$ cat config.mk
export PLATFORM = sky130hd
export DESIGN_NAME = status_led_pattern_generator_top_flat
export DESIGN_NICKNAME = d
export VERILOG_FILES = /design/src/sv/slpg_pkg.sv /design/src/sv/slpg_if.sv /design/src/sv/slpg_modser.sv /design/src/sv/slpg_divlane.sv /design/src/sv/slpg_colour.sv /design/src/sv/status_led_pattern_generator_top.sv /design/src/flat_wrapper.sv
export SDC_FILE = /design/constraint.sdc
export NUM_CORES = 1
export LEC_CHECK = 0
export BUFFER_PORTS_ARGS = -buffer_cell sky130_fd_sc_hd__buf_2
export CAP_MARGIN = 20
export CELL_PAD_IN_SITES_DETAIL_PLACEMENT = 1
export CELL_PAD_IN_SITES_GLOBAL_PLACEMENT = 1
export CORE_ASPECT_RATIO = 1.2
export CORE_UTILIZATION = 50
export DETAILED_ROUTE_END_ITERATION = 10
export PLACE_DENSITY_LB_ADDON = 0.15
export SLEW_MARGIN = 20
export SYNTH_ARGS = -nofsm -noshare
export SYNTH_HDL_FRONTEND = slang
export SYNTH_SLANG_ARGS = --single-unit
$ cat constraint.sdc
create_clock -name clk -period 12.8 [get_ports clk]
set_input_delay 1.28 -clock clk [delete_from_list [all_inputs] [get_ports clk]]
set_output_delay 1.28 -clock clk [all_outputs]
set_load 0.005 [all_outputs]
$ cat src/sv/slpg_pkg.sv
// Shared types, constants and color tables for the status LED pattern generator.
// No dependencies; every other file imports this package.
package slpg_pkg;

	// Phase counter width; wraps modulo 2**PHASE_BITS
	localparam int PHASE_BITS = 32;
	localparam int CNT_W      = $clog2(PHASE_BITS);

	// Remainder of the phase: largest divisor is 255*10+24 = 2574
	localparam int REM_W  = 12;
	// Serial divider lanes: dividend below 60*50, divisor at most 50
	localparam int DIV_W  = 12;
	localparam int DCNT_W = $clog2(DIV_W);
	localparam int LEN_W  = 6;

	// Field widths
	localparam int CMD_W   = 3;
	localparam int STS_W   = 4;
	localparam int BAT_W   = 3;
	localparam int RGB565_W = 16;
	localparam int THEME_W = 3;
	localparam int CH_W    = 7;
	localparam int LVL_W   = 6;
	localparam int BG_W    = 8;

	// Configuration port
	localparam int PADDR_W = 3;
	localparam int PDATA_W = 32;
	localparam logic REG_BLINK_GROUPS = 1'b0;
	localparam logic [BG_W-1:0] BLINK_GROUPS_RESET = 8'd2;

	typedef enum logic [CMD_W-1:0] {
		CMD_TICK        = 3'd0,
		CMD_SET_STATUS  = 3'd1,
		CMD_SET_BATTERY = 3'd2,
		CMD_SET_IDLE    = 3'd3,
		CMD_SET_THEME   = 3'd4,
		CMD_PAUSE       = 3'd5,
		CMD_RESUME      = 3'd6
	} cmd_t;

	localparam logic [STS_W-1:0] STS_BOOT        = 4'd0;
	localparam logic [STS_W-1:0] STS_IDLE        = 4'd1;
	localparam logic [STS_W-1:0] STS_RUNNING     = 4'd2;
	localparam logic [STS_W-1:0] STS_FLASH_BUSY  = 4'd3;
	localparam logic [STS_W-1:0] STS_FLASH_OK    = 4'd4;
	localparam logic [STS_W-1:0] STS_MAINTENANCE = 4'd5;
	localparam logic [STS_W-1:0] STS_SD_BUSY     = 4'd6;
	localparam logic [STS_W-1:0] STS_ERROR       = 4'd7;
	localparam logic [STS_W-1:0] STS_DARK        = 4'd8;

	localparam logic [BAT_W-1:0] BAT_NONE     = 3'd0;
	localparam logic [BAT_W-1:0] BAT_CHARGING = 3'd1;
	localparam logic [BAT_W-1:0] BAT_FULL     = 3'd2;
	localparam logic [BAT_W-1:0] BAT_LOW      = 3'd3;
	localparam logic [BAT_W-1:0] BAT_CRITICAL = 3'd4;

	localparam logic [THEME_W-1:0] THEME_STATIC    = 3'd0;
	localparam logic [THEME_W-1:0] THEME_FIRST_PAL = 3'd1;
	localparam logic [THEME_W-1:0] THEME_LAST_PAL  = 3'd5;

	localparam logic [LVL_W-1:0] IDLE_LEVEL_RESET = 6'd44;

	// Blink timing
	localparam int AMBER_PERIOD = 80;
	localparam int AMBER_ON     = 20;
	localparam int BREATH_PERIOD = 20;
	localparam int BREATH_HALF  = 10;
	localparam int FLASH_PERIOD = 20;
	localparam int FLASH_ON     = 10;
	localparam int GROUP_STEP   = 10;
	localparam int GROUP_ON     = 5;
	localparam int GROUP_GAP    = 24;

	typedef enum logic [2:0] {
		S_IDLE,
		S_MOD,
		S_SEG,
		S_PROD,
		S_GRP,
		S_DIV,
		S_EMIT
	} seq_state_t;

	typedef struct packed {
		logic [CH_W-1:0] red;
		logic [CH_W-1:0] green;
		logic [CH_W-1:0] blue;
	} rgb_t;

	// Stored mode that a tick is rendered from
	typedef struct packed {
		logic [STS_W-1:0]   status;
		logic [BAT_W-1:0]   battery;
		logic [THEME_W-1:0] theme;
		logic [BG_W-1:0]    blink_groups;
		logic [LVL_W-1:0]   idle_red;
		logic [LVL_W-1:0]   idle_green;
		logic [LVL_W-1:0]   idle_blue;
	} tick_ctx_t;

	// Palette interpolation results, channel 0 red, 1 green, 2 blue
	typedef struct packed {
		logic [2:0][LVL_W-1:0] base;
		logic [2:0][DIV_W-1:0] quot;
		logic [2:0]            neg;
	} lerp_t;

	localparam rgb_t RGB_ORANGE = '{red: 7'd60, green: 7'd20, blue: 7'd0};
	localparam rgb_t RGB_GREEN  = '{red: 7'd0,  green: 7'd56, blue: 7'd0};
	localparam rgb_t RGB_AMBER  = '{red: 7'd60, green: 7'd34, blue: 7'd0};

	localparam rgb_t STATUS_RGB [8] = '{
		'{red: 7'd30, green: 7'd14, blue: 7'd46},
		'{red: 7'd0,  green: 7'd0,  blue: 7'd0},
		'{red: 7'd48, green: 7'd0,  blue: 7'd48},
		'{red: 7'd0,  green: 7'd0,  blue: 7'd64},
		'{red: 7'd0,  green: 7'd0,  blue: 7'd64},
		'{red: 7'd0,  green: 7'd48, blue: 7'd48},
		'{red: 7'd60, green: 7'd18, blue: 7'd36},
		'{red: 7'd64, green: 7'd0,  blue: 7'd0}
	};

	// Red level 64*(20+8*t)/100 for the breathing ramp step t
	localparam logic [CH_W-1:0] BREATH_RED [11] = '{
		7'd12, 7'd17, 7'd23, 7'd28, 7'd33, 7'd38, 7'd43, 7'd48, 7'd53, 7'd58, 7'd64
	};

	localparam logic [LEN_W-1:0] SEG_LEN [5] = '{6'd50, 6'd45, 6'd45, 6'd35, 6'd45};

	// Five key colors per palette theme
	localparam logic [LVL_W-1:0] PAL [5][5][3] = '{
		'{'{6'd21, 6'd48, 6'd58}, '{6'd58, 6'd40, 6'd43}, '{6'd60, 6'd60, 6'd60},
		  '{6'd58, 6'd40, 6'd43}, '{6'd21, 6'd48, 6'd58}},
		'{'{6'd8,  6'd28, 6'd8},  '{6'd36, 6'd45, 6'd5},  '{6'd50, 6'd58, 6'd42},
		  '{6'd38, 6'd48, 6'd5},  '{6'd8,  6'd28, 6'd8}},
		'{'{6'd60, 6'd7,  6'd9},  '{6'd30, 6'd30, 6'd32}, '{6'd60, 6'd60, 6'd60},
		  '{6'd30, 6'd30, 6'd32}, '{6'd60, 6'd7,  6'd9}},
		'{'{6'd0,  6'd55, 6'd60}, '{6'd60, 6'd0,  6'd54}, '{6'd60, 6'd50, 6'd0},
		  '{6'd0,  6'd60, 6'd18}, '{6'd0,  6'd55, 6'd60}},
		'{'{6'd58, 6'd8,  6'd23}, '{6'd58, 6'd58, 6'd58}, '{6'd25, 6'd50, 6'd10},
		  '{6'd58, 6'd58, 6'd58}, '{6'd58, 6'd8,  6'd23}}
	};

	// Scale an 8-bit channel to 0..60: x*60/255 via reciprocal shift
	function automatic logic [LVL_W-1:0] scale_to_60(input logic [7:0] x);
		logic [14:0] n;
		logic [14:0] q;
		n = 15'({x, 6'b0}) - 15'({x, 2'b0});
		q = (n + (n >> 8) + 15'd1) >> 8;
		return q[LVL_W-1:0];
	endfunction

endpackage

$ cat src/sv/slpg_if.sv
// Handshake channels of the status LED pattern generator: commands in, colors out.
// Depends on slpg_pkg for field widths.
interface slpg_cmd_if;
	import slpg_pkg::*;
	logic                  valid;
	logic                  ready;
	logic [CMD_W-1:0]      command;
	logic [STS_W-1:0]      status_code;
	logic [BAT_W-1:0]      battery_code;
	logic [RGB565_W-1:0]   idle_rgb565;
	logic [THEME_W-1:0]    theme_code;

	modport source (output valid, command, status_code, battery_code, idle_rgb565, theme_code,
		input ready);
	modport sink (input valid, command, status_code, battery_code, idle_rgb565, theme_code,
		output ready);
endinterface

interface slpg_rgb_if;
	import slpg_pkg::*;
	logic            valid;
	logic            ready;
	logic [CH_W-1:0] red;
	logic [CH_W-1:0] green;
	logic [CH_W-1:0] blue;

	modport source (output valid, red, green, blue, input ready);
	modport sink (input valid, red, green, blue, output ready);
endinterface

$ cat src/sv/slpg_modser.sv
// Bit-serial remainder of the phase by a small divisor, one phase bit per cycle.
// Depends on slpg_pkg.
module slpg_modser (
	input  logic                        clk,
	input  logic                        arst_n,
	input  logic                        start,
	input  logic [slpg_pkg::PHASE_BITS-1:0] dividend,
	input  logic [slpg_pkg::REM_W-1:0]  divisor,
	output logic                        done,
	output logic [slpg_pkg::REM_W-1:0]  rem
);
	import slpg_pkg::*;

	logic [PHASE_BITS-1:0] shift_q;
	logic [REM_W-1:0]      divisor_q;
	logic [REM_W-1:0]      rem_q;
	logic [CNT_W-1:0]      cnt_q;
	logic                  busy_q;
	logic                  done_q;
	logic [REM_W:0]        trial;
	logic [REM_W:0]        trial_sub;

	// Shift the next phase bit into the partial remainder, subtract when it fits
	always_comb begin
		trial     = {rem_q, shift_q[PHASE_BITS-1]};
		trial_sub = trial;
		if (trial >= {1'b0, divisor_q}) begin
			trial_sub = trial - {1'b0, divisor_q};
		end
	end

	// Control: iteration count and done pulse
	always_ff @(posedge clk or negedge arst_n) begin
		if (!arst_n) begin
			busy_q <= 1'b0;
			done_q <= 1'b0;
			cnt_q  <= '0;
		end else begin
			done_q <= 1'b0;
			if (start) begin
				busy_q <= 1'b1;
				cnt_q  <= '0;
			end else if (busy_q) begin
				cnt_q <= cnt_q + CNT_W'(1);
				if (cnt_q == CNT_W'(PHASE_BITS - 1)) begin
					busy_q <= 1'b0;
					done_q <= 1'b1;
				end
			end
		end
	end

	// Datapath: dividend shifter and remainder
	always_ff @(posedge clk) begin
		if (start) begin
			shift_q   <= dividend;
			divisor_q <= divisor;
			rem_q     <= '0;
		end else if (busy_q) begin
			shift_q <= {shift_q[PHASE_BITS-2:0], 1'b0};
			rem_q   <= trial_sub[REM_W-1:0];
		end
	end

	assign done = done_q;
	assign rem  = rem_q;

endmodule

$ cat src/sv/slpg_divlane.sv
// One lane of a restoring bit-serial divider: quotient and remainder of a small word.
// Depends on slpg_pkg.
module slpg_divlane (
	input  logic                       clk,
	input  logic                       arst_n,
	input  logic                       start,
	input  logic [slpg_pkg::DIV_W-1:0] dividend,
	input  logic [slpg_pkg::LEN_W-1:0] divisor,
	output logic                       done,
	output logic [slpg_pkg::DIV_W-1:0] quot,
	output logic [slpg_pkg::LEN_W-1:0] rem
);
	import slpg_pkg::*;

	logic [DIV_W-1:0]  quot_q;
	logic [LEN_W-1:0]  divisor_q;
	logic [LEN_W-1:0]  rem_q;
	logic [DCNT_W-1:0] cnt_q;
	logic              busy_q;
	logic              done_q;
	logic [LEN_W:0]    trial;
	logic              fits;

	// Bring down the next dividend bit; a fit sets the quotient bit
	always_comb begin
		trial = {rem_q, quot_q[DIV_W-1]};
		fits  = (trial >= {1'b0, divisor_q});
	end

	// Control: iteration count and done pulse
	always_ff @(posedge clk or negedge arst_n) begin
		if (!arst_n) begin
			busy_q <= 1'b0;
			done_q <= 1'b0;
			cnt_q  <= '0;
		end else begin
			done_q <= 1'b0;
			if (start) begin
				busy_q <= 1'b1;
				cnt_q  <= '0;
			end else if (busy_q) begin
				cnt_q <= cnt_q + DCNT_W'(1);
				if (cnt_q == DCNT_W'(DIV_W - 1)) begin
					busy_q <= 1'b0;
					done_q <= 1'b1;
				end
			end
		end
	end

	// Dividend shifts out at the top while quotient bits enter at the bottom
	always_ff @(posedge clk) begin
		if (start) begin
			quot_q    <= dividend;
			divisor_q <= divisor;
			rem_q     <= '0;
		end else if (busy_q) begin
			quot_q <= {quot_q[DIV_W-2:0], fits};
			if (fits) begin
				rem_q <= LEN_W'(trial - {1'b0, divisor_q});
			end else begin
				rem_q <= trial[LEN_W-1:0];
			end
		end
	end

	assign done = done_q;
	assign quot = quot_q;
	assign rem  = rem_q;

endmodule

$ cat src/sv/slpg_colour.sv
// Color selection for one tick: battery overlay, idle palette or static color, status blinks.
// Depends on slpg_pkg; fed by the phase remainder and the divider lanes.
module slpg_colour (
	input  slpg_pkg::tick_ctx_t        ctx,
	input  logic [slpg_pkg::REM_W-1:0] p,
	input  logic [slpg_pkg::LEN_W-1:0] grp_rem,
	input  slpg_pkg::lerp_t            lerp,
	output slpg_pkg::rgb_t             colour
);
	import slpg_pkg::*;

	logic             overlay;
	logic             theme_on;
	logic [REM_W-1:0] group_len;
	logic             group_on;
	logic [3:0]       ramp_idx;
	logic [2:0][LVL_W-1:0] lvl;
	rgb_t             lerp_rgb;
	rgb_t             idle_rgb;
	rgb_t             ramp_rgb;

	// Mode decode
	always_comb begin
		overlay   = ((ctx.status == STS_IDLE) || (ctx.status == STS_RUNNING))
			&& (ctx.battery >= BAT_CHARGING) && (ctx.battery <= BAT_CRITICAL);
		theme_on  = (ctx.theme >= THEME_FIRST_PAL) && (ctx.theme <= THEME_LAST_PAL);
		group_len = REM_W'({ctx.blink_groups, 3'b0}) + REM_W'({ctx.blink_groups, 1'b0});
		group_on  = (p < group_len) && (grp_rem < LEN_W'(GROUP_ON));
		if (p < REM_W'(BREATH_HALF)) begin
			ramp_idx = p[3:0];
		end else begin
			ramp_idx = 4'(REM_W'(BREATH_PERIOD) - p);
		end
	end

	// Finish the interpolation: base plus or minus the truncated quotient
	always_comb begin
		for (int ch = 0; ch < 3; ch++) begin
			if (lerp.neg[ch]) begin
				lvl[ch] = lerp.base[ch] - lerp.quot[ch][LVL_W-1:0];
			end else begin
				lvl[ch] = lerp.base[ch] + lerp.quot[ch][LVL_W-1:0];
			end
		end
		lerp_rgb = '{red: {1'b0, lvl[0]}, green: {1'b0, lvl[1]}, blue: {1'b0, lvl[2]}};
		idle_rgb = '{red: {1'b0, ctx.idle_red}, green: {1'b0, ctx.idle_green},
			blue: {1'b0, ctx.idle_blue}};
		ramp_rgb = '{red: BREATH_RED[ramp_idx], green: '0, blue: '0};
	end

	// Pick the color; the battery overlay wins in idle and running
	always_comb begin
		priority if (overlay && (ctx.battery == BAT_CHARGING)) begin
			colour = RGB_ORANGE;
		end else if (overlay && (ctx.battery == BAT_FULL)) begin
			colour = RGB_GREEN;
		end else if (overlay && (ctx.battery == BAT_LOW)) begin
			colour = (p < REM_W'(AMBER_ON)) ? RGB_AMBER : '0;
		end else if (overlay) begin
			colour = ramp_rgb;
		end else if (ctx.status == STS_IDLE) begin
			colour = theme_on ? lerp_rgb : idle_rgb;
		end else if (ctx.status >= STS_DARK) begin
			colour = '0;
		end else if (ctx.status == STS_FLASH_BUSY) begin
			colour = (p < REM_W'(FLASH_ON)) ? STATUS_RGB[ctx.status[2:0]] : '0;
		end else if ((ctx.status == STS_MAINTENANCE) || (ctx.status == STS_SD_BUSY)
			|| (ctx.status == STS_ERROR)) begin
			colour = group_on ? STATUS_RGB[ctx.status[2:0]] : '0;
		end else begin
			colour = STATUS_RGB[ctx.status[2:0]];
		end
	end

endmodule

$ cat src/sv/status_led_pattern_generator_top.sv
// A tick runs the sequencer from S_IDLE through S_MOD, where the bit-serial phase remainder
// takes one of PHASE_BITS phase bits per cycle, to S_EMIT for blink, solid and overlay colors;
// grouped blinks pass S_GRP and palette themes S_SEG and S_PROD, then S_DIV, where the 12-step
// serial divider lanes run. No new command is taken until the word is loaded; a stalled word
// holds the next tick's word in S_EMIT. Commands other than an unpaused tick give no word.
// arst_n clears mode, phase and handshake state at once; idle color resets to 44,44,44.
module status_led_pattern_generator_top (
	input  logic                         clk,
	input  logic                         arst_n,
	slpg_cmd_if.sink                     cmd,
	slpg_rgb_if.source                   rgb,
	input  logic                         psel,
	input  logic                         penable,
	input  logic                         pwrite,
	input  logic [slpg_pkg::PADDR_W-1:0] paddr,
	input  logic [slpg_pkg::PDATA_W-1:0] pwdata,
	output logic [slpg_pkg::PDATA_W-1:0] prdata,
	output logic                         pready
);
	import slpg_pkg::*;

	seq_state_t state_q, state_d;

	logic [PHASE_BITS-1:0] phase_q;
	logic [PHASE_BITS-1:0] phase_inc;
	logic [STS_W-1:0]      status_q;
	logic [BAT_W-1:0]      battery_q;
	logic [THEME_W-1:0]    theme_q;
	logic                  paused_q;
	logic [LVL_W-1:0]      idle_red_q, idle_green_q, idle_blue_q;
	logic [BG_W-1:0]       blink_groups_q;

	logic [1:0]            seg_q;
	logic [LEN_W-1:0]      pos_q;
	logic [2:0][LVL_W-1:0] base_q;
	logic [2:0]            neg_q;

	logic                  out_valid_q;
	rgb_t                  out_q;

	logic cmd_ready, cmd_accept, tick_go;
	logic mod_start, div_start, div_grp, out_load;
	logic overlay, theme_on, lerp_path, grp_path;
	logic [2:0]            pal_k;
	logic [LEN_W-1:0]      len;
	logic [REM_W-1:0]      mod_div;
	logic                  mod_done;
	logic [REM_W-1:0]      mod_rem;
	logic [1:0]            seg_d;
	logic [LEN_W-1:0]      pos_d;
	logic [2:0][LVL_W-1:0] base_d;
	logic [2:0]            neg_d;
	logic [2:0][DIV_W-1:0] lane_dvd;
	logic [2:0][LEN_W-1:0] lane_dvs;
	logic [2:0]            lane_done;
	logic [2:0][DIV_W-1:0] lane_quot;
	logic [2:0][LEN_W-1:0] lane_rem;
	logic                  cfg_write;
	tick_ctx_t             ctx;
	lerp_t                 lerp;
	rgb_t                  colour;

	// Mode decode and remainder divisor for the coming tick
	always_comb begin
		overlay   = ((status_q == STS_IDLE) || (status_q == STS_RUNNING))
			&& (battery_q >= BAT_CHARGING) && (battery_q <= BAT_CRITICAL);
		theme_on  = (theme_q >= THEME_FIRST_PAL) && (theme_q <= THEME_LAST_PAL);
		pal_k     = theme_on ? (theme_q - THEME_FIRST_PAL) : 3'd0;
		len       = SEG_LEN[pal_k];
		lerp_path = (status_q == STS_IDLE) && !overlay && theme_on;
		grp_path  = (status_q == STS_MAINTENANCE) || (status_q == STS_SD_BUSY)
			|| (status_q == STS_ERROR);
		priority if (overlay && (battery_q == BAT_LOW)) begin
			mod_div = REM_W'(AMBER_PERIOD);
		end else if (overlay && (battery_q == BAT_CRITICAL)) begin
			mod_div = REM_W'(BREATH_PERIOD);
		end else if (lerp_path) begin
			mod_div = REM_W'({len, 2'b00});
		end else if (status_q == STS_FLASH_BUSY) begin
			mod_div = REM_W'(FLASH_PERIOD);
		end else if (grp_path) begin
			mod_div = REM_W'({blink_groups_q, 3'b0}) + REM_W'({blink_groups_q, 1'b0})
				+ REM_W'(GROUP_GAP);
		end else begin
			mod_div = REM_W'(AMBER_PERIOD);
		end
	end

	// Sequencer state register
	always_ff @(posedge clk or negedge arst_n) begin
		if (!arst_n) begin
			state_q <= S_IDLE;
		end else begin
			state_q <= state_d;
		end
	end

	// Sequencer next state and strobes
	always_comb begin
		state_d   = state_q;
		cmd_ready = 1'b0;
		mod_start = 1'b0;
		div_start = 1'b0;
		div_grp   = 1'b0;
		out_load  = 1'b0;
		unique case (state_q)
			S_IDLE: begin
				cmd_ready = 1'b1;
				if (tick_go) begin
					mod_start = 1'b1;
					state_d   = S_MOD;
				end
			end
			S_MOD: begin
				if (mod_done) begin
					priority if (lerp_path) begin
						state_d = S_SEG;
					end else if (grp_path) begin
						state_d = S_GRP;
					end else begin
						state_d = S_EMIT;
					end
				end
			end
			S_SEG: begin
				state_d = S_PROD;
			end
			S_PROD: begin
				div_start = 1'b1;
				state_d   = S_DIV;
			end
			S_GRP: begin
				div_start = 1'b1;
				div_grp   = 1'b1;
				state_d   = S_DIV;
			end
			S_DIV: begin
				if (lane_done[0]) begin
					state_d = S_EMIT;
				end
			end
			S_EMIT: begin
				if (!out_valid_q || rgb.ready) begin
					out_load = 1'b1;
					state_d  = S_IDLE;
				end
			end
			default: begin
				state_d = S_IDLE;
			end
		endcase
	end

	assign cmd.ready  = cmd_ready;
	assign cmd_accept = cmd.valid && cmd_ready;
	assign tick_go    = cmd_accept && (cmd.command == CMD_TICK) && !paused_q;
	assign phase_inc  = phase_q + PHASE_BITS'(1);

	// Apply commands to the stored mode
	always_ff @(posedge clk or negedge arst_n) begin
		if (!arst_n) begin
			phase_q      <= '0;
			status_q     <= STS_BOOT;
			battery_q    <= BAT_NONE;
			theme_q      <= THEME_STATIC;
			paused_q     <= 1'b0;
			idle_red_q   <= IDLE_LEVEL_RESET;
			idle_green_q <= IDLE_LEVEL_RESET;
			idle_blue_q  <= IDLE_LEVEL_RESET;
		end else if (cmd_accept) begin
			unique case (cmd.command)
				CMD_TICK: begin
					if (!paused_q) begin
						phase_q <= phase_inc;
					end
				end
				CMD_SET_STATUS: begin
					status_q <= cmd.status_code;
					phase_q  <= '0;
				end
				CMD_SET_BATTERY: begin
					if (cmd.battery_code != battery_q) begin
						battery_q <= cmd.battery_code;
						phase_q   <= '0;
					end
				end
				CMD_SET_IDLE: begin
					idle_red_q   <= scale_to_60({cmd.idle_rgb565[15:11], 3'b0});
					idle_green_q <= scale_to_60({cmd.idle_rgb565[10:5], 2'b0});
					idle_blue_q  <= scale_to_60({cmd.idle_rgb565[4:0], 3'b0});
				end
				CMD_SET_THEME: begin
					if (cmd.theme_code != theme_q) begin
						theme_q <= cmd.theme_code;
						phase_q <= '0;
					end
				end
				CMD_PAUSE: begin
					paused_q <= 1'b1;
				end
				CMD_RESUME: begin
					phase_q  <= '0;
					paused_q <= 1'b0;
				end
				default: begin
				end
			endcase
		end
	end

	// Configuration register: zero groups reads as one
	assign cfg_write = psel && penable && pwrite;
	always_ff @(posedge clk or negedge arst_n) begin
		if (!arst_n) begin
			blink_groups_q <= BLINK_GROUPS_RESET;
		end else if (cfg_write && (paddr[2] == REG_BLINK_GROUPS)) begin
			blink_groups_q <= (pwdata[BG_W-1:0] == '0) ? BG_W'(1) : pwdata[BG_W-1:0];
		end
	end
	assign pready = 1'b1;
	assign prdata = (paddr[2] == REG_BLINK_GROUPS) ? PDATA_W'(blink_groups_q) : '0;

	// Phase remainder unit
	slpg_modser u_modser (
		.clk      (clk),
		.arst_n   (arst_n),
		.start    (mod_start),
		.dividend (phase_inc),
		.divisor  (mod_div),
		.done     (mod_done),
		.rem      (mod_rem)
	);

	// Split the palette position into segment and offset
	always_comb begin
		logic [REM_W-1:0] len1, len2, len3, off;
		len1 = REM_W'(len);
		len2 = len1 << 1;
		len3 = len2 + len1;
		priority if (mod_rem >= len3) begin
			seg_d = 2'd3;
			off   = len3;
		end else if (mod_rem >= len2) begin
			seg_d = 2'd2;
			off   = len2;
		end else if (mod_rem >= len1) begin
			seg_d = 2'd1;
			off   = len1;
		end else begin
			seg_d = 2'd0;
			off   = '0;
		end
		pos_d = LEN_W'(mod_rem - off);
	end

	// Key colors, difference magnitude and product for each channel
	always_comb begin
		logic [2:0]       seg_a, seg_b;
		logic [LVL_W-1:0] lvl_a, lvl_b, mag;
		seg_a = {1'b0, seg_q};
		seg_b = seg_a + 3'd1;
		for (int ch = 0; ch < 3; ch++) begin
			lvl_a = PAL[pal_k][seg_a][ch];
			lvl_b = PAL[pal_k][seg_b][ch];
			if (lvl_b >= lvl_a) begin
				mag       = lvl_b - lvl_a;
				neg_d[ch] = 1'b0;
			end else begin
				mag       = lvl_a - lvl_b;
				neg_d[ch] = 1'b1;
			end
			base_d[ch]   = lvl_a;
			lane_dvd[ch] = DIV_W'(mag) * DIV_W'(pos_q);
			lane_dvs[ch] = len;
		end
		// Lane 0 also takes the grouped-blink remainder by ten
		if (div_grp) begin
			lane_dvd[0] = DIV_W'(mod_rem);
			lane_dvs[0] = LEN_W'(GROUP_STEP);
		end
	end

	// Hold segment, offset and interpolation base between steps
	always_ff @(posedge clk) begin
		if (state_q == S_SEG) begin
			seg_q <= seg_d;
			pos_q <= pos_d;
		end
		if (state_q == S_PROD) begin
			base_q <= base_d;
			neg_q  <= neg_d;
		end
	end

	// Serial divider lanes, one per color channel
	for (genvar ch = 0; ch < 3; ch++) begin : g_lane
		slpg_divlane u_divlane (
			.clk      (clk),
			.arst_n   (arst_n),
			.start    (div_start),
			.dividend (lane_dvd[ch]),
			.divisor  (lane_dvs[ch]),
			.done     (lane_done[ch]),
			.quot     (lane_quot[ch]),
			.rem      (lane_rem[ch])
		);
	end

	assign ctx = '{
		status:       status_q,
		battery:      battery_q,
		theme:        theme_q,
		blink_groups: blink_groups_q,
		idle_red:     idle_red_q,
		idle_green:   idle_green_q,
		idle_blue:    idle_blue_q
	};
	assign lerp = '{base: base_q, quot: lane_quot, neg: neg_q};

	slpg_colour u_colour (
		.ctx     (ctx),
		.p       (mod_rem),
		.grp_rem (lane_rem[0]),
		.lerp    (lerp),
		.colour  (colour)
	);

	// Output register: hold the word until taken
	always_ff @(posedge clk or negedge arst_n) begin
		if (!arst_n) begin
			out_valid_q <= 1'b0;
		end else if (out_load) begin
			out_valid_q <= 1'b1;
		end else if (rgb.ready) begin
			out_valid_q <= 1'b0;
		end
	end

	always_ff @(posedge clk) begin
		if (out_load) begin
			out_q <= colour;
		end
	end

	assign rgb.valid = out_valid_q;
	assign rgb.red   = out_q.red;
	assign rgb.green = out_q.green;
	assign rgb.blue  = out_q.blue;

endmodule

$ cat src/flat_wrapper.sv
// flat-port wrapper written by rule: the top's interface ports become plain ports
module status_led_pattern_generator_top_flat import slpg_pkg::*;
  (clk, arst_n, psel, penable, pwrite, paddr, pwdata, prdata, pready, cmd_valid, cmd_command, cmd_status_code, cmd_battery_code, cmd_idle_rgb565, cmd_theme_code, cmd_ready, rgb_valid, rgb_red, rgb_green, rgb_blue, rgb_ready);
  slpg_cmd_if cmd_i ();
  slpg_rgb_if rgb_i ();
  input  logic clk;
  input  logic arst_n;
  input  logic psel;
  input  logic penable;
  input  logic pwrite;
  input  logic [slpg_pkg::PADDR_W-1:0] paddr;
  input  logic [slpg_pkg::PDATA_W-1:0] pwdata;
  output logic [slpg_pkg::PDATA_W-1:0] prdata;
  output logic pready;
  input wire logic [$bits(cmd_i.valid)-1:0] cmd_valid;
  input wire logic [$bits(cmd_i.command)-1:0] cmd_command;
  input wire logic [$bits(cmd_i.status_code)-1:0] cmd_status_code;
  input wire logic [$bits(cmd_i.battery_code)-1:0] cmd_battery_code;
  input wire logic [$bits(cmd_i.idle_rgb565)-1:0] cmd_idle_rgb565;
  input wire logic [$bits(cmd_i.theme_code)-1:0] cmd_theme_code;
  output wire logic [$bits(cmd_i.ready)-1:0] cmd_ready;
  output wire logic [$bits(rgb_i.valid)-1:0] rgb_valid;
  output wire logic [$bits(rgb_i.red)-1:0] rgb_red;
  output wire logic [$bits(rgb_i.green)-1:0] rgb_green;
  output wire logic [$bits(rgb_i.blue)-1:0] rgb_blue;
  input wire logic [$bits(rgb_i.ready)-1:0] rgb_ready;
  assign cmd_i.valid = cmd_valid;
  assign cmd_i.command = cmd_command;
  assign cmd_i.status_code = cmd_status_code;
  assign cmd_i.battery_code = cmd_battery_code;
  assign cmd_i.idle_rgb565 = cmd_idle_rgb565;
  assign cmd_i.theme_code = cmd_theme_code;
  assign cmd_ready = cmd_i.ready;
  assign rgb_valid = rgb_i.valid;
  assign rgb_red = rgb_i.red;
  assign rgb_green = rgb_i.green;
  assign rgb_blue = rgb_i.blue;
  assign rgb_i.ready = rgb_ready;
  status_led_pattern_generator_top u_core (.clk(clk), .arst_n(arst_n), .cmd(cmd_i), .rgb(rgb_i), .psel(psel), .penable(penable), .pwrite(pwrite), .paddr(paddr), .pwdata(pwdata), .prdata(prdata), .pready(pready));
endmodule
==> Word level (Yosys, flattened, before mapping) <==
Memories as Yosys holds them, arrays and structs flattened.
Cells that the tools add are included.
W data, S select, Z words.
{ "totals": {"register_bits": 268, "mem_bits_rw": 0, "memories": 4, "input_bits": 71, "out_inout_bits": 56, "romBits": 1048, "latchBits": 0, "word_cells": 309} }
{ "classes": {"n_shift": 0, "n_mux": 107, "n_div": 0, "order_cmp": 24, "eq_ne": 35, "bitwise_logic": 7, "reduce_logical": 46, "mul": 3, "n_addsub": 37} }
{ "mem_list": {"columns": ["name", "depth", "word_bits", "read_ports", "rd_clocked_by_memory_dff", "write_ports", "line", "rtl"], "rows": [
  ["(name not given)", 8, 90, 1, 0, 0, "status_led_pattern_generator_top.sv:263", "lvl_a = PAL[pal_k][seg_a][ch];"],
  ["(name not given)", 8, 21, 1, 0, 0, "slpg_colour.sv:71", "colour = STATUS_RGB[ctx.status[2:0]];"],
  ["(name not given)", 16, 7, 1, 0, 0, "slpg_colour.sv:48", "ramp_rgb = '{red: BREATH_RED[ramp_idx], green: '0, blue: '0};"],
  ["(name not given)", 8, 6, 1, 0, 0, "status_led_pattern_generator_top.sv:69", "len = SEG_LEN[pal_k];"]
]} }
{ "op_table": {"columns": ["op", "count"], "rows": [
  ["$mux W21", 10],
  ["$mux W90", 2],
  ["$mux W32", 5],
  ["$pmux W32 S4", 1],
  ["$bmux W18 S3", 2],
  ["$mux W12", 8],
  ["$mux W6", 14],
  ["$sub A6 B6 Y6", 13],
  ["$mux W18", 4],
  ["$mux W20", 3],
  ["$sub A14 B10 Y15", 3],
  ["$add A14 B1 Y14 const B", 3],
  ["$add A14 B7 Y14", 3],
  ["$mux W8", 5],
  ["$mul A6 B6 Y12", 3],
  ["$add A32 B1 Y32 const B", 1],
  ["$mux W1", 32],
  ["$mux W4", 7],
  ["$eq A3 B3 Y1 const B", 7],
  ["$ge A7 B6 Y1", 3],
  ["$mux W7", 3],
  ["$ge A4 B4 Y1 const B", 5],
  ["$add A6 B6 Y6", 3],
  ["$eq A3 B2 Y1 const B", 6],
  ["52 further kinds", 113]
]} }

==> Logic depth before layout (Yosys ltp) <==
Gate-level depths: netlist of the first run.
{ "logic_depth": {"word_depth": 15, "ltp_mapped": 35, "mapped_depth_nobuf": 33} }

==> Cells and area by module <==
From an unflattened synthesis of the first run, not the netlist that was laid out.
{ "hier_totals": {"cells_unflattened": 2645, "hier_area_um2": 24370.9} }
{ "by_module_without_submodules": {"columns": ["mod", "instances", "area_each_um2", "seq_area_each_um2", "cells_per_inst"], "rows": [
  ["status_led_pattern_generator_top", 1, 14164.8, 3340.7, 1655],
  ["slpg_divlane", 3, 1481.4, 810.8, 118],
  ["slpg_modser", 1, 3171.8, 1736.7, 253],
  ["slpg_colour", 1, 2590.0, 0.0, 383]
]} }

==> Worst setup path before layout of the first run <==
OpenSTA, ideal clock, no wires.
{ "synth_timing": {"kind": "register to register", "start": "register u_core.theme_q[1]", "end": "register u_core.g_lane[0].u_divlane.quot_q[11] (data pin)", "n_path_buf": 3, "stages_incl_launch_ff": 34, "period_less_slack_ps": 7977, "arrival_ps": 7715, "slack_ps": 4823, "required_time_ps": 12538, "setup_ps": 262, "path_cell_list": "dfrtp_1 > clkbuf_1 > or3_1 > a21oi_1 > nor2_1 > inv_1 > ha_1 > clkbuf_1 > nor2b_1 > mux2i_1 > or2_2 > inv_1 > ha_1 > fa_1 > nor2b_1 > o21ai_1 > nand2_1 > o221ai_2 > mux2_2 > a31oi_1 > buf_2 > mux2_2 > fa_1 > fa_1 > fa_1 > inv_1 > ha_1 > a21o_1 > a21oi_1 > o21ai_0 > o41ai_1 > xor2_1 > nor2_1 > o21ai_0"} }
{ "synth_rtl": {"columns": ["element", "line", "rtl"], "rows": [
  ["start, declared", "status_led_pattern_generator_top.sv:28", "logic [THEME_W-1:0] theme_q;"],
  ["start signal, assigned", "status_led_pattern_generator_top.sv:194", "theme_q <= cmd.theme_code;"],
  ["end signal, assigned", "slpg_divlane.sv:54", "quot_q <= dividend;"],
  ["end signal, assigned", "slpg_divlane.sv:58", "quot_q <= {quot_q[DIV_W-2:0], fits};"],
  ["end, declared", "slpg_divlane.sv:15", "logic [DIV_W-1:0] quot_q;"]
]} }

==> Final worst setup path of the first run <==
{ "layout_timing": {"start": "register u_core.theme_q[0]", "end": "register u_core.g_lane[0].u_divlane.quot_q[11] (data pin)"} }
{ "layout_between": {"elab_chain_cells": 15, "elab_cells_between_ends": 22, "classes_between": "add/sub (3); mul (1); order compare (3); mux (12); bitwise (1); reduce/logical (1); memory (1)"} }
{ "layout_lines": {"columns": ["element", "line", "rtl"], "rows": [
  ["$ge A3 B1 Y1 or $le A3 B3 Y1 (tied branches)", "status_led_pattern_generator_top.sv:67", "theme_on = (theme_q >= THEME_FIRST_PAL) && (theme_q <= THEME_LAST_PAL);"],
  ["$logic_and A1 B1 Y1", "status_led_pattern_generator_top.sv:67", null],
  ["$mux W3 (*)", "status_led_pattern_generator_top.sv:68", "pal_k = theme_on ? (theme_q - THEME_FIRST_PAL) : 3'd0;"],
  ["$not A3 Y4 (implied by the code) (*)", "status_led_pattern_generator_top.sv:263, status_led_pattern_generator_top.sv:264", null],
  ["$mem_v2 Z8 W90 (*)", null, null],
  ["$mux W90 (implied by the code) (*) (2 in series)", "status_led_pattern_generator_top.sv:264", "lvl_b = PAL[pal_k][seg_b][ch];"],
  ["$bmux W18 S3, on equally long branches", null, null],
  ["$mux W18, on equally long branches", "status_led_pattern_generator_top.sv:263, status_led_pattern_generator_top.sv:264", null],
  ["$mux W18, on equally long branches", null, null],
  ["$sub A6 B6 Y6, or another cell as far along", "status_led_pattern_generator_top.sv:269", "mag = lvl_a - lvl_b;"],
  ["$mux W6 (*)", "status_led_pattern_generator_top.sv:265", "if (lvl_b >= lvl_a) begin"],
  ["$mul A6 B6 Y12 (*)", "status_led_pattern_generator_top.sv:273", "lane_dvd[ch] = DIV_W'(mag) * DIV_W'(pos_q);"],
  ["$mux W12 (*)", "status_led_pattern_generator_top.sv:277", "if (div_grp) begin"],
  ["$mux W12 (*)", "slpg_divlane.sv:53", "if (start) begin"]
]} }
Mark *: on every way between the ends. The rest lies on a longest branch, timed or not. The select of a mux whose other input is x is not followed.
A chain may end at the register's enable or synchronous reset.

==> metrics.txt, run 1 <==
status=finished, final reports clean; CTS tree=built; Bufs on Longest Clock Path=3; Worst Skew=about 0.015 ns; Placeable Area=between 0.04 and 0.05 mm²; most frequent cells in the layout=nand2_1 (257), inv_1 (222), o21ai_0 (217), ha_1 (217), nor2_1 (198); Metal-1 WL=approximately 26000 µm; distinct cell type count after synthesis=91; synthesized instance count=2686; yosys warns=0; Chip Height=between 200 and 250 µm; worst hold path type=register to register; top layer used by detailed routing=met4; Die Span X=roughly 200 µm; DRC Markers=0; CTS buffer count=31; Post-CTS Resized=0; post-route design area=around 0.025 mm²; starting density of the core=a little over 50%; initial antenna violation count=0; Port Buffer Count=74; Final nets=3045; Tmin final=10.00 ns; Worst path slowest cell=clkinv_1; crit path kind=register to register; sequential fraction of the synthesis area=a little under a third; TNS Setup=0 ns; H-tree levels=1; Top-Level Pins=between 100 and 150; Overflow after GRT=0; final WL=66000 µm; FILL cells=between 5000 and 6000; routability cong.=~0.86; Post-CTS Hold Buffers=0; diode count=0; Total GRT Usage=about 28%; synth-to-layout area growth=7.79%; Worst Setup End Kind=register; Primary FF master, synth=edfxtp_1; Worst-Margin Slew=about 1.1 ns; Row Count=86; clock tree root buffer cell=clkbuf_16; Final setup viols=0; Placed Area=0.0241 mm²; commonest non-fill, non-tap cell in the layout=nand2_1; Final period util=between 70% and 80%; 1st-pass router iterations=5; worst rel slew slack=26.7%; area of the die=0.0475 mm²; largest net degree at the start of global routing=86; Hold Crit Depth=2; Clock Sinks=between 200 and 300; CTS clk-pin slew, worst paths=roughly 0.06 ns; Slew Viols, Final=0; worst r2r path cells=30; worst skew pair latency=about 0.60 ns; Max Fclk=between 0.09 and 0.1 GHz; post-synthesis cell area=0.0233 mm²; hpwl dp=49400 µm; RSZ-0062 raised after global routing=false; Async SR Flop Fraction=a little over a third; first-pass GRT wire length=between 100000 and 150000 µm; Vias/cell=5.90; CP arrival=10.34 ns; CP required=approximately 13 ns; worst stage delay on the critical path=0.79 ns; Final Hold Viols=0; Syn Area/Cell=8.68 µm²; layout cells sized above 1=under 10%; met3 wire length=1590 µm; post-route antenna net violation count=0; post-CTS setup buffer count=0; met2 routed WL=between 30000 and 40000 µm; Avg WL per Cell=about 20 µm; critical path launch point type=register; Yosys reg bits=roughly 260; CP Max Fanout=17; number of flops mapped to enable cells by yosys=138; Starting DRT DRC Count=~830; max_cap viols=0; vias in the first global route=~21000; Via Count=around 20000
[worst paths after layout]
| path | start | to | slack (ns) |
|---|---|---|---|
| setup / recovery | u_core.theme_q[0] | u_core.g_lane[0].u_divlane.quot[11] | 2.80 |
| hold reg to reg | u_core.g_lane[1].u_divlane.rem[5] | u_core.g_lane[1].u_divlane.rem[5] | 0.46 |
| hold / removal | u_core.g_lane[1].u_divlane.rem[5] | u_core.g_lane[1].u_divlane.rem[5] | 0.46 |
| min in group asynchronous | arst_n | u_core.phase_q[15] | 0.65 |
| setup reg to reg | u_core.theme_q[0] | u_core.g_lane[0].u_divlane.quot[11] | 2.80 |
| max in group asynchronous | arst_n | u_core.g_lane[2].u_divlane.cnt_q[0] | 10.86 |
[registers in the layout (all words and copies together) (netlist names), 4 cells and up]
register and flops:
u_core.idle_green_q 6, u_core.g_lane.u_divlane.quot 36, u_core.g_lane.u_divlane.rem 18, u_core.status_q 4, u_core.pos_q 6, u_core.u_modser.shift_q 32, u_core.base_q 18, u_core.idle_red_q 6
u_core.rgb.blue 7, u_core.g_lane.u_divlane.divisor_q 10, u_core.phase_q 32, u_core.idle_blue_q 6, u_core.u_modser.divisor_q 11, u_core.rgb.red 7, u_core.g_lane.u_divlane.cnt_q 12, u_core.u_modser.cnt_q 5
u_core.u_modser.rem 12, u_core.rgb.green 6, u_core.blink_groups_q 8
[layer usage]
| metal | track usage, % | vias up |
|---|---|---|
| met5 | 0 | - |
| met4 | 11.5 | 0 |
| met3 | 2.54 | 135 |
| met2 | 53.9 | 275 |
| met1 | 31.5 | 9876 |
| li1 | - | 9378 |
[critical path, delay by kind of cell, from the launching register on]
kind	cells	cell delay, ns
multiplexers	2	0.78
AO/OA/AOI/OAI	10	2.47
XOR/XNOR	1	0.13
AND/OR/NAND/NOR	4	1.17
flip-flops	1	0.51
adder cells (fa/ha/maj)	7	3.13
buffers and inverters	6	1.51
[stage by stage]
step	util [%]	setup WS, ns	std cells	hold slack, ns
after floorplan	-	4.82	2710	0.427
after global placement	52.4	3.24	3272	0.437
after detailed placement	52.4	2.91	3273	0.449
after CTS	54.7	2.88	3331	0.461
after global routing	54.7	2.28	3331	0.487
final	54.7	2.80	3331	0.463
[area by class of cell]
cell class,count,area (µm²),area share (%)
Clock inverter,23,272,1.08
Sequential cell,264,7160,28.5
Inverter,226,848,3.37
Timing Repair Buffer,98,557,2.21
Clock buffer,35,791,3.15
Multi-Input combinational cell,2069,14700,58.6
Tap cell,616,771,3.07
[cell usage after synthesis, types with 52 or more instances]
| library cell | n | area [µm²] |
|---|---|---|
| xor2_1 | 57 | 499 |
| a21oi_1 | 169 | 846 |
| edfxtp_1 | 138 | 4140 |
| inv_1 | 223 | 837 |
| o21ai_0 | 217 | 1090 |
| dfrtp_1 | 86 | 2150 |
| xnor2_1 | 94 | 823 |
| ha_1 | 217 | 2720 |
| nor2_1 | 199 | 747 |
| and2_1 | 57 | 357 |
| nand3_1 | 65 | 325 |
| nor2b_1 | 63 | 394 |
| nor3_1 | 52 | 260 |
| fa_1 | 67 | 1340 |
| clkbuf_1 | 101 | 379 |
| nand2_1 | 259 | 972 |
[kinds of logic (layout without fill, tap and decap cells)]
family | Yosys count | count (layout) | share of synthesized area, %
AO/OA/AOI/OAI | 693 | 693 | 18.7
XOR/XNOR | 151 | 151 | 5.67
adder cells (fa/ha/maj) | 284 | 284 | 17.4
buffers and inverters | 377 | 382 | 6.60
flip-flops | 264 | 264 | 30.7
multiplexers | 75 | 75 | 3.39
other | 2 | 26 | 0.0322
AND/OR/NAND/NOR | 840 | 840 | 17.5
Power of run 1 is not shown: default switching activity piles up to over one toggle a cycle in this logic, so the estimate is an artifact.
==> run 2: changes to the inputs <==
--- a/config.mk
+++ b/config.mk
@@ -10,7 +10,7 @@
 export CELL_PAD_IN_SITES_DETAIL_PLACEMENT = 1
 export CELL_PAD_IN_SITES_GLOBAL_PLACEMENT = 1
 export CORE_ASPECT_RATIO = 1.2
-export CORE_UTILIZATION = 50
+export CORE_UTILIZATION = 44
 export DETAILED_ROUTE_END_ITERATION = 10
 export PLACE_DENSITY_LB_ADDON = 0.15
 export SLEW_MARGIN = 20
==> constraint.sdc (replaced) <==
create_clock -name clk -period 8.2 [get_ports clk]
set_input_delay 0.82 -clock clk [delete_from_list [all_inputs] [get_ports clk]]
set_output_delay 0.82 -clock clk [all_outputs]
set_load 0.005 [all_outputs]
==> run 2 against run 1 <==
Effect of this change: worst setup slack lost 2.5 ns; utilization down 6.2 points; global-route usage decreased by 3.4 points; die area rose by 14%; maximum frequency rose by 27%; non-clock buffer count rose by 28; critical path depth did not move; clock skew rose by 0.0079 ns; cell count is 3.5% higher; register-to-register slack worse by 2.5 ns.
==> metrics.txt, run 2 (same netlist as run 1, synthesis figures left out) <==
Post-CTS Hold Buffers=0; Avg WL per Cell=19.3 µm; Starting DRT DRC Count=926; worst hold path type=input port to asynchronous set/reset pin; Worst-Margin Slew=~1.0 ns; Overflow after GRT=0; worst rel slew slack=just over 30%; commonest non-fill, non-tap cell in the layout=nand2_1; crit path kind=register to register; Worst path slowest cell=fa_1; Top-Level Pins=around 130; hpwl dp=50200 µm; CTS clk-pin slew, worst paths=0.07 ns; H-tree levels=1; most frequent cells in the layout=nand2_1 (258), inv_1 (222), o21ai_0 (217), ha_1 (215), nor2_1 (197); 1st-pass router iterations=5; Placeable Area=0.0525 mm²; Final Hold Viols=0; worst skew pair latency=between 0.5 and 0.6 ns; Tmin final=~7.9 ns; CP Max Fanout=7; routability cong.=~0.88; Total GRT Usage=roughly 25%; Chip Height=about 250 µm; Final nets=around 3000; vias in the first global route=20600; first-pass GRT wire length=108000 µm; CTS tree=built; RSZ-0062 raised after global routing=false; CTS buffer count=30; largest net degree at the start of global routing=74; initial antenna violation count=1; synth-to-layout area growth=9.17%; Clock Sinks=approximately 260; Via Count=slightly below 20000; Port Buffer Count=74; flip-flop count of the largest register after layout=36; diode count=0; starting density of the core=between 40% and 50%; CP required=between 8 and 9 ns; Die Span X=212 µm; max_cap viols=0; Worst Setup End Kind=register; critical path launch point type=register; post-route antenna net violation count=0; Final setup viols=0; worst stage delay on the critical path=0.58 ns; Slew Viols, Final=0; Bufs on Longest Clock Path=3; Vias/cell=~5.7; TNS Setup=0 ns; layout cells sized above 1=~9.7%; area of the die=approximately 0.054 mm²; CP arrival=8.21 ns; Final period util=95.9%; Worst Skew=0.0229 ns; DRC Markers=0; Row Count=slightly above 90; final WL=66500 µm; clock tree root buffer cell=clkbuf_16; status=finished, final reports clean; Max Fclk=0.127 GHz; R2R Setup Slk=approximately 0.34 ns
## run 2: changes by cell type in the layout (fill, tap and decap cells not counted), sizes merged
| cell | previous run | this run |
|---|---|---|
| clkinvlp | 5 | 0 |
| bufinv | 5 | 0 |
| buf | 98 | 126 |
| inv | 228 | 224 |
| clkbuf | 35 | 47 |
## run 2: cell type report
class / count / area [µm²]
well taps: 705 / 882
flip-flops and latches: 264 / 7160
multi-input cells: 2069 / 14800
clock inverters: 9 / 60.1
fillers: 6293 / 27000
clock buffers: 47 / 948
repair buffers: 126 / 767
inverters: 226 / 848
## run 2: worst max-delay path, delay by kind of cell, from the launching register on
family / cells / cell delay [ns]
AO/OA/AOI/OAI: 11 / 2.13
XOR/XNOR: 1 / 0.14
adder cells (fa/ha/maj): 6 / 2.55
buffers and inverters: 3 / 0.28
flip-flops: 1 / 0.46
multiplexers: 2 / 0.77
AND/OR/NAND/NOR: 7 / 1.29
## run 2: per-layer routing
layer	track usage [%]	share of wire [%]	vias to the layer above	routed length, µm
met4	8.36	3.0	0	1980
met1	29.4	43	9796	28500
li1	-	-	9451	-
met2	46.7	52	219	34600
met5	0	0	-	0
met3	2.04	2.1	105	1400
## run 2: timing repair
item	in CTS	in global routing
resized for setup	0	12
setup buffers	0	2
endpoints found under the hold margin	0	0
setup endpoints to repair	0	8
## run 2: stage by stage
stage / utilization, % / instance area, µm² / hold slack, ns / setup WS [ns] / instances
2_1_floorplan: - / 23400 / 0.427 / 0.223 / 2710
3_3_place_gp: 46.4 / 24400 / 0.439 / 0.442 / 3387
3_5_place_dp: 46.4 / 24400 / 0.449 / 0.193 / 3388
4_1_cts: 48.4 / 25400 / 0.213 / 0.188 / 3444
5_1_grt: 48.5 / 25500 / 0.238 / 0.00319 / 3446
6_report: 48.5 / 25500 / 0.217 / 0.339 / 3446
## run 2: path summary, 6_finish.rpt
check / start / endpoint / depth (start not counted)
max in group asynchronous: arst_n / u_core.g_lane[1].u_divlane.cnt_q[1] / 2
max reg2reg: u_core.theme_q[2] / u_core.g_lane[0].u_divlane.quot[11] / 30
min: arst_n / u_core.blink_groups_q[3] / 1
min in group clk: cmd_status_code[1] / u_core.status_q[1] / 3
max: u_core.theme_q[2] / u_core.g_lane[0].u_divlane.quot[11] / 30
min reg2reg: u_core.g_lane[2].u_divlane.rem[5] / u_core.g_lane[2].u_divlane.rem[5] / 2
Power of run 2 is left out for the same reason.
==> run 3: changes to the inputs <==
--- a/config.mk
+++ b/config.mk
@@ -10,10 +10,11 @@
 export CELL_PAD_IN_SITES_DETAIL_PLACEMENT = 1
 export CELL_PAD_IN_SITES_GLOBAL_PLACEMENT = 1
 export CORE_ASPECT_RATIO = 1.2
-export CORE_UTILIZATION = 44
+export CORE_UTILIZATION = 45
 export DETAILED_ROUTE_END_ITERATION = 10
 export PLACE_DENSITY_LB_ADDON = 0.15
 export SLEW_MARGIN = 20
 export SYNTH_ARGS = -nofsm -noshare
 export SYNTH_HDL_FRONTEND = slang
+export SYNTH_HIERARCHICAL = 1
 export SYNTH_SLANG_ARGS = --single-unit
==> run 3 against run 2 <==
Effect of this change: global-route usage up 0.29 points; synthesized area rose by 4.2%; largest cell class unchanged; register-to-register slack better by 0.08 ns; maximum frequency rose by 1.0%.
==> metrics.txt, run 3 <==
Row Count=~90; crit path kind=register to register; Bufs on Longest Clock Path=3; CP bufs+invs=6; worst rel slew slack=a little over a fifth; status=finished, final reports clean; final WL=69700 µm; starting density of the core=approximately 46%; worst hold path type=input port to asynchronous set/reset pin; largest net degree at the start of global routing=75; Starting DRT DRC Count=approximately 1000; Vias/cell=around 5.8; R2R Setup Slk=about 0.42 ns; yosys warns=6; critical path launch point type=register; vias in the first global route=21100; initial antenna violation count=1; synthesized instance count=approximately 2600; CTS buffer count=35; 1st-pass router iterations=5; Hold Worst Slack=a little over 0.3 ns; diode count=0; Top-Level Pins=127; synth-to-layout area growth=10.5%; worst stage delay on the critical path=~0.55 ns; Chip Height=around 260 µm; final core occ=approximately 51%; flip-flop count of the largest register after layout=36; Via Count=~20000; Total GRT Usage=25.1%; delay-heaviest family, CP=adder cells; Worst-Margin Slew=~1.2 ns; Avg WL per Cell=~20 µm; Syn Area/Cell=around 9.2 µm²; Final Hold Viols=0; Overflow after GRT=0; CTS clk-pin slew, worst paths=about 0.060 ns; worst reg2reg endpoint=u_core/g_lane[2].u_divlane/quot[10]; CP Max Fanout=20; Worst Skew=roughly 0.015 ns; Reg-to-Reg Start=u_core/theme_q[1]; H-tree levels=2; Worst path slowest cell=fa_1; layout cells sized above 1=a little over an eighth; Clock Sinks=around 270; post-route antenna net violation count=0; Tmin final=slightly below 8 ns; max_cap viols=0; post-synthesis cell area=0.0243 mm²; commonest non-fill, non-tap cell in the layout=inv_1; routability cong.=0.925; DRC Markers=0; Max Fclk=between 0.1 and 0.15 GHz; CTS tree=built; Port Buffer Count=75; CP arrival=just over 8 ns; Slew Viols, Final=0; Die Span X=approximately 210 µm; Final setup viols=0; area of the die=around 0.055 mm²; Final period util=between 90% and 100%; CP required=8.50 ns; worst skew pair latency=about 0.56 ns; worst r2r path cells=28; hpwl dp=approximately 54000 µm; FILL cells=6116; most frequent cells in the layout=inv_1 (237), ha_1 (223), nor2_1 (198), nand2_1 (195), edfxtp_1 (148); first-pass GRT wire length=~110000 µm; Worst Setup End Kind=register; Placeable Area=around 0.053 mm²; clock tree root buffer cell=clkbuf_16; Final nets=between 3000 and 4000
[run 3: metal layers]
layer	wire length (µm)	vias up	part of all wire [%]	track usage [%]
met3	1890	118	2.7	2.70
li1	-	9522	-	-
met4	2400	0	3.4	9.60
met1	29000	9950	42	29.3
met2	36400	299	52	46.8
met5	0	-	0	0
[run 3: area by class of cell]
class	count	area (µm²)	area share (%)
repair buffers	135	841	3.13
inverters	238	893	3.33
clock buffers	50	1000	3.74
flip-flops and latches	274	7460	27.8
clock inverters	14	209	0.778
well taps	705	882	3.28
multi-input cells	2029	15600	58.0
[run 3: worst max-delay path by stage]
stage	startpoint	end	slack (ns)	cells after the start
after global placement	u_core/theme_q[1]	u_core/g_lane[1].u_divlane/quot[9]	0.30	28
after CTS	u_core/theme_q[1]	u_core/g_lane[2].u_divlane/quot[11]	0.02	30
final	u_core/theme_q[1]	u_core/g_lane[2].u_divlane/quot[10]	0.42	28
after floorplan	u_core/theme_q[1]	u_core/g_lane[0].u_divlane/quot[11]	0.70	31
after global routing	u_core/theme_q[1]	u_core/g_lane[1].u_divlane/quot[9]	-0.006	29
after detailed placement	u_core/theme_q[1]	u_core/g_lane[2].u_divlane/quot[11]	0.08	28
[run 3: repair_timing]
item	4_1_cts	5_1_grt
hold buffers	0	0
setup buffers	0	8
gates resized for setup	2	29
pin swaps	0	2
endpoints found under the setup margin	3	14
[run 3: per-stage QoR]
stage	setup TNS [ns]	worst slack, ns	cell area [µm²]	std cells
6_report	0	0.418	26900	3445
2_1_floorplan	0	0.701	24400	2667
3_5_place_dp	0	0.0773	25400	3373
5_1_grt	-0.00642	-0.00642	26900	3445
4_1_cts	0	0.0234	26700	3437
3_3_place_gp	0	0.303	25400	3373
Power of run 3 is left out for the same reason.
